==> config.mk <==
export PLATFORM = sky130hd
export DESIGN_NAME = ordered_exact_match_route_table_top
export DESIGN_NICKNAME = d
export VERILOG_FILES = /design/src/design/oemrt_pkg.sv /design/src/design/oemrt_cell.sv /design/src/design/ordered_exact_match_route_table_top.sv
export SDC_FILE = /design/constraint.sdc
export NUM_CORES = 2
export LEC_CHECK = 0
export ABC_CLOCK_PERIOD_IN_PS = 10300
export BUFFER_PORTS_ARGS = -buffer_cell sky130_fd_sc_hd__buf_4
export CORE_MARGIN = 1.5
export CORE_UTILIZATION = 60
export DETAILED_ROUTE_END_ITERATION = 12
export GPL_TIMING_DRIVEN = 0
export PLACE_DENSITY = 0.77
export SYNTH_ARGS = -nofsm -noshare
export SYNTH_HDL_FRONTEND = slang
export SYNTH_HIERARCHICAL = 1
export SYNTH_SLANG_ARGS = --single-unit
export TNS_END_PERCENT = 1
==> constraint.sdc <==
create_clock -name clk -period 10.3 [get_ports clk]
set_input_delay 2.06 -clock clk [delete_from_list [all_inputs] [get_ports clk]]
set_output_delay 2.06 -clock clk [all_outputs]
set_load 0.01 [all_outputs]
==> src/design/oemrt_pkg.sv <==
// ----------------------------------------------------------------------------
// oemrt_pkg: shared definitions for the ordered route table
// Operation and status codes, default sizes, and the cell control bundle.
// ----------------------------------------------------------------------------
package oemrt_pkg;

  // default sizes
  localparam int TABLE_DEPTH_DEF = 16;
  localparam int KEY_BITS_DEF    = 32;
  localparam int IFACE_BITS_DEF  = 16;

  // operation codes
  localparam logic [1:0] OP_LOOKUP = 2'd0;
  localparam logic [1:0] OP_ADD    = 2'd1;
  localparam logic [1:0] OP_DELETE = 2'd2;
  localparam logic [1:0] OP_CLEAR  = 2'd3;

  // status codes
  localparam logic [1:0] ST_OK        = 2'd0;
  localparam logic [1:0] ST_NOT_FOUND = 2'd1;
  localparam logic [1:0] ST_FULL      = 2'd2;

  // per-cycle control broadcast to every cell
  typedef struct packed {
    logic cmp;   // register the key compare
    logic ins;   // shift toward the tail, new entry at the head
    logic del;   // close the gap at and after the first hit
  } cell_ctrl_t;

endpackage

==> src/design/oemrt_cell.sv <==
// ----------------------------------------------------------------------------
// oemrt_cell: one slot of the ordered route table
// Holds one key and interface, compares against the search key, and takes
// its neighbor's entry on insert or delete.
// ----------------------------------------------------------------------------
module oemrt_cell #(
  parameter int KEY_BITS   = oemrt_pkg::KEY_BITS_DEF,
  parameter int IFACE_BITS = oemrt_pkg::IFACE_BITS_DEF
) (
  input  logic                   clk,
  input  logic                   rst_n,
  input  oemrt_pkg::cell_ctrl_t  ctrl,
  input  logic                   valid,
  input  logic [KEY_BITS-1:0]    search_key,
  input  logic [KEY_BITS-1:0]    prev_key,
  input  logic [IFACE_BITS-1:0]  prev_iface,
  input  logic [KEY_BITS-1:0]    next_key,
  input  logic [IFACE_BITS-1:0]  next_iface,
  input  logic                   found_in,
  output logic [KEY_BITS-1:0]    key,
  output logic [IFACE_BITS-1:0]  iface,
  output logic                   found_out,
  output logic [IFACE_BITS-1:0]  sel_iface
);

  logic [KEY_BITS-1:0]   key_r;
  logic [IFACE_BITS-1:0] iface_r;
  logic                  match_r;

  // registered compare of this slot
  always_ff @(posedge clk) begin
    if (!rst_n) begin
      match_r <= 1'b0;
    end else if (ctrl.cmp) begin
      match_r <= valid && (key_r == search_key);
    end
  end

  // slot contents move along the row
  always_ff @(posedge clk) begin
    if (ctrl.ins) begin
      key_r   <= prev_key;
      iface_r <= prev_iface;
    end else if (ctrl.del && (found_in || match_r)) begin
      key_r   <= next_key;
      iface_r <= next_iface;
    end
  end

  // first-hit chain and one-hot interface pick
  assign found_out = found_in | match_r;
  assign sel_iface = (match_r && !found_in) ? iface_r : '0;
  assign key       = key_r;
  assign iface     = iface_r;

endmodule

==> src/design/ordered_exact_match_route_table_top.sv <==
// An accepted request is held in the operation register, the key compare is
// registered in every cell in S_CMP, and in S_EXEC the first-hit select, row shift
// and result register write happen, waiting while an earlier result is unread.
// A new request is taken only once the last has left S_EXEC; the output register
// lets the next beat be accepted while a result still waits.
// Reset: synchronous active-low rst_n empties the table and clears handshake
// state; slot contents are not cleared.
// ----------------------------------------------------------------------------
// ordered_exact_match_route_table_top: newest-first exact-match route table
// A row of cells ordered newest to oldest, supporting lookup, add, delete
// and clear over a stream interface.
// ----------------------------------------------------------------------------
module ordered_exact_match_route_table_top #(
  parameter int TABLE_DEPTH = oemrt_pkg::TABLE_DEPTH_DEF,
  parameter int KEY_BITS    = oemrt_pkg::KEY_BITS_DEF,
  parameter int IFACE_BITS  = oemrt_pkg::IFACE_BITS_DEF,
  localparam int IN_W  = ((KEY_BITS + IFACE_BITS + 7) / 8) * 8,
  localparam int OUT_W = ((IFACE_BITS + 2 + 7) / 8) * 8
) (
  input  logic             clk,
  input  logic             rst_n,
  input  logic             in_tvalid,
  output logic             in_tready,
  input  logic [IN_W-1:0]  in_tdata,   // route_key, route_iface
  input  logic [1:0]       in_tuser,   // operation
  output logic             out_tvalid,
  input  logic             out_tready,
  output logic [OUT_W-1:0] out_tdata   // result_iface, status
);

  localparam int CNT_W = $clog2(TABLE_DEPTH + 1);

  localparam logic [1:0] S_IDLE = 2'd0;
  localparam logic [1:0] S_CMP  = 2'd1;
  localparam logic [1:0] S_EXEC = 2'd2;

  logic [1:0]            state_r, state_nxt;
  logic [CNT_W-1:0]      count_r, count_nxt;
  logic [1:0]            op_r;
  logic [KEY_BITS-1:0]   key_r;
  logic [IFACE_BITS-1:0] iface_r;
  logic                  out_valid_r;
  logic [OUT_W-1:0]      out_data_r;

  logic                  in_fire;
  logic                  exec_fire;
  logic                  full;
  logic                  hit;
  oemrt_pkg::cell_ctrl_t ctrl;

  logic [KEY_BITS-1:0]   cell_key   [TABLE_DEPTH];
  logic [IFACE_BITS-1:0] cell_iface [TABLE_DEPTH];
  logic [IFACE_BITS-1:0] cell_sel   [TABLE_DEPTH];
  logic [TABLE_DEPTH:0]  found;
  logic [IFACE_BITS-1:0] hit_iface;
  logic [IFACE_BITS-1:0] res_iface;
  logic [1:0]            res_status;

  assign in_tready = (state_r == S_IDLE);
  assign in_fire   = in_tvalid && in_tready;
  assign exec_fire = (state_r == S_EXEC) && (!out_valid_r || out_tready);
  assign full      = (count_r == CNT_W'(TABLE_DEPTH));
  assign hit       = found[TABLE_DEPTH];

  // control broadcast to the row
  always_comb begin
    ctrl.cmp = (state_r == S_CMP);
    ctrl.ins = exec_fire && (op_r == oemrt_pkg::OP_ADD) && !full;
    ctrl.del = exec_fire && (op_r == oemrt_pkg::OP_DELETE) && hit;
  end

  // sequencer
  always_comb begin
    state_nxt = state_r;
    case (state_r)
      S_IDLE: if (in_fire) state_nxt = S_CMP;
      S_CMP:  state_nxt = S_EXEC;
      S_EXEC: if (exec_fire) state_nxt = S_IDLE;
      default: state_nxt = S_IDLE;
    endcase
  end

  always_ff @(posedge clk) begin
    if (!rst_n) begin
      state_r <= S_IDLE;
    end else begin
      state_r <= state_nxt;
    end
  end

  // operation holding register
  always_ff @(posedge clk) begin
    if (in_fire) begin
      op_r    <= in_tuser;
      key_r   <= in_tdata[KEY_BITS-1:0];
      iface_r <= in_tdata[KEY_BITS +: IFACE_BITS];
    end
  end

  // entry count
  always_comb begin
    count_nxt = count_r;
    if (exec_fire) begin
      case (op_r)
        oemrt_pkg::OP_ADD:    if (!full) count_nxt = count_r + CNT_W'(1);
        oemrt_pkg::OP_DELETE: if (hit) count_nxt = count_r - CNT_W'(1);
        oemrt_pkg::OP_CLEAR:  count_nxt = '0;
        default:              count_nxt = count_r;
      endcase
    end
  end

  always_ff @(posedge clk) begin
    if (!rst_n) begin
      count_r <= '0;
    end else begin
      count_r <= count_nxt;
    end
  end

  // row of cells, newest at index 0
  assign found[0] = 1'b0;

  for (genvar i = 0; i < TABLE_DEPTH; i++) begin : g_cell
    logic [KEY_BITS-1:0]   prev_key;
    logic [IFACE_BITS-1:0] prev_iface;
    logic [KEY_BITS-1:0]   next_key;
    logic [IFACE_BITS-1:0] next_iface;

    if (i == 0) begin : g_head
      assign prev_key   = key_r;
      assign prev_iface = iface_r;
    end else begin : g_body
      assign prev_key   = cell_key[i-1];
      assign prev_iface = cell_iface[i-1];
    end

    if (i == TABLE_DEPTH - 1) begin : g_tail
      assign next_key   = cell_key[i];
      assign next_iface = cell_iface[i];
    end else begin : g_mid
      assign next_key   = cell_key[i+1];
      assign next_iface = cell_iface[i+1];
    end

    oemrt_cell #(
      .KEY_BITS   (KEY_BITS),
      .IFACE_BITS (IFACE_BITS)
    ) u_cell (
      .clk        (clk),
      .rst_n      (rst_n),
      .ctrl       (ctrl),
      .valid      (CNT_W'(i) < count_r),
      .search_key (key_r),
      .prev_key   (prev_key),
      .prev_iface (prev_iface),
      .next_key   (next_key),
      .next_iface (next_iface),
      .found_in   (found[i]),
      .key        (cell_key[i]),
      .iface      (cell_iface[i]),
      .found_out  (found[i+1]),
      .sel_iface  (cell_sel[i])
    );
  end

  // merge the one-hot pick of the newest hit
  always_comb begin
    hit_iface = '0;
    for (int i = 0; i < TABLE_DEPTH; i++) begin
      hit_iface = hit_iface | cell_sel[i];
    end
  end

  // result fields
  always_comb begin
    res_iface  = '1;
    res_status = oemrt_pkg::ST_OK;
    case (op_r)
      oemrt_pkg::OP_LOOKUP: begin
        if (hit) res_iface = hit_iface;
        else res_status = oemrt_pkg::ST_NOT_FOUND;
      end
      oemrt_pkg::OP_ADD:    if (full) res_status = oemrt_pkg::ST_FULL;
      oemrt_pkg::OP_DELETE: if (!hit) res_status = oemrt_pkg::ST_NOT_FOUND;
      default:              res_status = oemrt_pkg::ST_OK;
    endcase
  end

  // output register
  always_ff @(posedge clk) begin
    if (!rst_n) begin
      out_valid_r <= 1'b0;
    end else if (exec_fire) begin
      out_valid_r <= 1'b1;
    end else if (out_tready) begin
      out_valid_r <= 1'b0;
    end
  end

  always_ff @(posedge clk) begin
    if (exec_fire) begin
      out_data_r <= OUT_W'({res_status, res_iface});
    end
  end

  assign out_tvalid = out_valid_r;
  assign out_tdata  = out_data_r;

  // table never holds more entries than slots
  a_count_range: assert property (@(posedge clk) disable iff (!rst_n)
    count_r <= CNT_W'(TABLE_DEPTH))
    else $error("entry count beyond table depth");

  // clear empties the table
  a_clear_empties: assert property (@(posedge clk) disable iff (!rst_n)
    exec_fire && (op_r == oemrt_pkg::OP_CLEAR) |=> count_r == '0)
    else $error("clear left entries");

  // add on a full table reports full and leaves the count alone
  a_add_full: assert property (@(posedge clk) disable iff (!rst_n)
    exec_fire && (op_r == oemrt_pkg::OP_ADD) && full |=>
      (out_data_r[IFACE_BITS +: 2] == oemrt_pkg::ST_FULL) && $stable(count_r))
    else $error("add on full table mishandled");

  // a completed operation always leaves a result beat pending
  a_result_pending: assert property (@(posedge clk) disable iff (!rst_n)
    exec_fire |=> out_valid_r)
    else $error("result beat lost");

endmodule

* Word-level counts from Yosys, hierarchy flattened
Cells that the tools add are included.
Cells by class: eq/ne operators 26, bitwise gates (word level) 30, reductions and logical operators 107, magnitude comparators 16, add/sub/neg operators 2, mux-type cells 87
Operator list (number):
- $mux 32 | 30
- $mux 16 | 46
- $eq 32x32->1 | 16
- $or 16x16->16 | 15
- $logic_and 1x1->1 | 52
- $lt 4x5->1 const A | 8
- $reduce_bool 2->1 | 16
- $lt 3x5->1 const A | 4
- $logic_not 1->1 | 17
- $logic_or 1x1->1 | 15
- $or 1x1->1 | 15
- $pmux 5 s3 | 1
- $lt 1x5->1 const A | 2
- $lt 2x5->1 const A | 2
- $mux 5 | 2
- $eq 2x2->1 const B | 3
- $mux 2 | 3
- $ne 2x2->1 const B | 3
- $pmux 2 s3 | 1
- $add 5x1->5 const B | 1
- $eq 5x5->1 const B | 1
- $sub 5x1->5 const B | 1
- $eq 2x1->1 const B | 2
- $logic_not 2->1 | 2
- other kinds (7) | 10
Word-level totals: input bits 54, output and inout port bits 26, bits in registers 860, word-level logic and storage cells 324

* Longest topological paths before layout
depth after elaboration 19, gate-level depth with buffers 22, mapped depth without buffers 20

* Modules after synthesis
Netlist, hierarchy kept.
Modules (own cells, without submodules):
- oemrt_cell | cells an instance 168, instances 16, area each 2524.9 µm², seq. area each 1461.4 µm²
- ordered_exact_match_route_table_top | cells an instance 279, instances 1, area each 3448.3 µm², seq. area each 2202.1 µm²

* Least setup slack after synthesis
Ideal clock, no wire load.
path type in2reg, from in out_tready, to reg g_cell[0].u_cell.iface_r[0], enable pin, arrival 7.908 ns, path buffers 2, required time 9.896 ns, stages 5, library setup time 0.404 ns, slack 1.988 ns, cells stage by stage nor2b_1 nor4b_1 buf_4 buf_6 a21o_1
RTL lines:
- from (decl) | line ordered_exact_match_route_table_top.sv:27 | input logic out_tready,
- to (signal assigned) | line oemrt_cell.sv:43 | iface_r <= prev_iface;
- to (signal assigned) | line oemrt_cell.sv:46 | iface_r <= next_iface;
- to (decl) | line oemrt_cell.sv:27 | logic [IFACE_BITS-1:0] iface_r;

==> metrics <==
Final WS setup=3.49 ns; post-CTS setup buffers=0; syn_area_per_cell=14.8 sq um; Final Net Count=3223; layout cell share with drive strength beyond 1=34.7%; Synth top cells by count=edfxtp_1 (836), mux2_2 (769), xnor2_1 (464), and2_1 (258), nand4_1 (144); Crit path top cell by count=or2_2; Synth warnings=6; IO Count=80; largest cells by area after synthesis=edfxtp_1 (57%), mux2_2 (20%), xnor2_1 (9.3%); Clock power frac=42.9%; final slew viol count=0; Hold/Removal Path Class=reg -> reg; HPWL after DPL=81500 um; count of cell types in the netlist=44; final wirelength=107000 um; die area=0.0747 sq mm; worst reg2reg path depth=19; Final setup violation count=0; CTS tree=built; CP Cell Sequence=or2_2 > or2_2 > or2_2 > or2_2 > or2_2 > or2_2 > or2_2 > or2_2 > or2_2 > or2_2 > or2_2 > or2_2 > or2_2 > or2_2 > or2_2 > or2_2 > and3_1 > a21o_2 > buf_12; peak supply drop=148 uV; Slew headroom=25.6%; vias per cell=6.05; CTS Buf Count=90; Post-Synthesis Cells=2967; largest net degree at the start of global routing=37; Comb power frac=3.5%; Crit Path Category=reg -> reg; GRT Total Usage=28.9%; DR vias=25300; # H-tree levels=3; DRT Pass-1 Iters=7; Root Buffer Master=clkbuf_16; PortBufs=73; # fillers=5113; register area share after synthesis=58.3%; reg2reg setup slack=3.49 ns; worst slew pin tran=1.12 ns; CP required=10.68 ns; post-route ant nets=0; critical path startpoint=g_cell[0].u_cell/match_r; pre-CTS WS=3.54 ns; Net Sw Frac=21.1%; Post-CTS Resized=0; Cell Area, Synth=0.0438 sq mm; Worst Skew=0.0278 ns; Fin. Hold Viols=0; Iteration-0 DRC Markers=1968; Synth area leader=edfxtp_1; top_reg_cell synth=edfxtp_1; max_cap viols=0; Cell Int Power=0.00573 W; initial antenna violation count=2; Arr. time, crit path=7.20 ns; drt drc=0; count of flip-flops with a built-in enable after synthesis=836; CP Capture Type=register; Tmin final=6.81 ns; P_sw=0.00153 W; CP max stage delay=0.58 ns; clk sink count=860; Worst path slowest cell=a21o_2; cts hold-fix bufs=0; Async SR Flop Fraction=0%; gpl congestion=0.908; Seq cells post-synth=860; Die Wd=273 um; setup tns final=0 ns; Max Root-Sink Buffers=3; Area Overhead vs Synth=11.5%; Starting Density=61.0%; number of diodes=0; P per Cell Area=149 mW/mm^2; Yosys top cell area share=57.3%; Skew-Pair Late Insertion Delay=0.65 ns; dpl cell area=0.0461 sq mm; Leakage=12.1 nW; Reg clk slew, reported paths=0.06 ns; wire per inst=25.5 um; most frequent cell after synthesis=edfxtp_1; RSZ-0062 raised after global routing=false; core area=0.0719 sq mm; first-pass GRT wire length=164000 um; Critical Path Source Type=register; critical path peak fanout=27; post-route cell area=0.0489 sq mm; Max Clk Rate=0.147 GHz; worst hold start=g_cell[13].u_cell/match_r; sequential power share=53.6%; Row Count=98; crit share post-route=66.2%; Die Span Y=273 um; Critical R2R Capture=g_cell[15].u_cell/key[16]; Reg-to-Reg Start=g_cell[0].u_cell/match_r; GRT Residual Overflow=0; worst hold endpoint=g_cell[13].u_cell/match_r; vias in the first global route=27700; WHS Path Cells=2; outcome=finished, final reports clean
==> worst max-delay path, delay by kind of cell, from the launching register on <==
family,cells,cell delay [ns]
compound gates,1,0.58
flops,1,0.32
simple gates,17,5.35
buf+inv,1,0.29
==> cell type report <==
| class | count | area [sq um] | share of cell area [%] |
|---|---|---|---|
| Buffer | 112 | 688 | 1.41 |
| Clock buffer | 113 | 2410 | 4.93 |
| Clock inverter | 50 | 397 | 0.812 |
| Inverter | 5 | 18.8 | 0.0384 |
| Multi-Input combinational cell | 1997 | 17600 | 36.0 |
| Sequential cell | 860 | 25600 | 52.4 |
| Tap cell | 950 | 1190 | 2.43 |
| Timing Repair Buffer | 99 | 971 | 1.99 |
==> registers in the layout (all words and copies together) (netlist names), 5 cells and up <==
name	flops
out_tdata	18
g_cell.u_cell/iface	256
g_cell.prev_key	32
g_cell.u_cell/match_r	16
count_r	5
g_cell.prev_iface	16
g_cell.u_cell/key	512
==> per-stage QoR <==
step,instances,hold slack (ns),util [%],total power [W]
detailed placement,4023,0.468,64.1,0.00422
finish,4186,0.483,68.0,0.00726
CTS,4186,0.479,68.0,0.00731
global route,4186,0.495,68.0,0.00746
global placement,3997,0.471,63.5,0.00420
floorplan,2974,0.452,-,0.00412
==> worst max path at each step <==
| stage | to | cells after the start |
|---|---|---|
| 3_3_place_gp | g_cell[15].u_cell/key[10] | 6 |
| 6_report | g_cell[15].u_cell/key[16] | 19 |
| 5_1_grt | out_tdata[4] | 22 |
| 4_1_cts | out_tdata[4] | 22 |
| 3_5_place_dp | g_cell[15].u_cell/key[16] | 19 |
| 2_1_floorplan | g_cell[0].u_cell/iface[0] | 5 |
==> logic make-up after synthesis <==
| logic type | Yosys count | share of synthesized area, % |
|---|---|---|
| xor+xnor | 513 | 10.2 |
| flops | 860 | 58.3 |
| mux | 769 | 19.7 |
| simple gates | 655 | 9.12 |
| other cells | 1 | 0.00855 |
| buf+inv | 117 | 1.61 |
| fa+ha+maj | 4 | 0.114 |
| compound gates | 48 | 0.799 |
==> power groups by stage <==
| stage | Clock [W] | Combinational (W) | Sequential, W |
|---|---|---|---|
| finish | 0.00312 | 0.000255 | 0.00389 |
| detailed placement | 0 | 0.000252 | 0.00396 |
| global placement | 0 | 0.000238 | 0.00397 |
| CTS | 0.00317 | 0.000254 | 0.00389 |
| global route | 0.00330 | 0.000276 | 0.00389 |
| floorplan | 0 | 0.000175 | 0.00394 |
==> layout by cell type (no fill, tap or decap), drive strengths merged, types with 3 or more instances in the layout <==
master  netlist  layout
edfxtp      836     836
mux2        769     769
xnor2       464     464
and2        258     258
buf          88     187
nand4       144     144
clkbuf       24     137
nor4         80      80
xor2         49      49
clkinv        0      39
nor2         28      28
nand2        24      24
dfxtp        24      24
nand3        19      19
a21o         19      19
nor3         18      18
or4          16      16
and2b        16      16
or2          16      16
nand3b       16      16
a21oi         9       9
inv           5       9
nand2b        8       8
conb          1       8
bufinv        0       5
nor2b         5       5
ha            4       4
o21ai         3       3
==> routing by layer <==
| metal | wire length, um | track usage (%) |
|---|---|---|
| met2 | 56800 | 53.0 |
| met5 | 13 | 0 |
| met1 | 42100 | 34.6 |
| met4 | 4000 | 11.1 |
| met3 | 3890 | 3.42 |
Power figures use the tool's default switching activity.
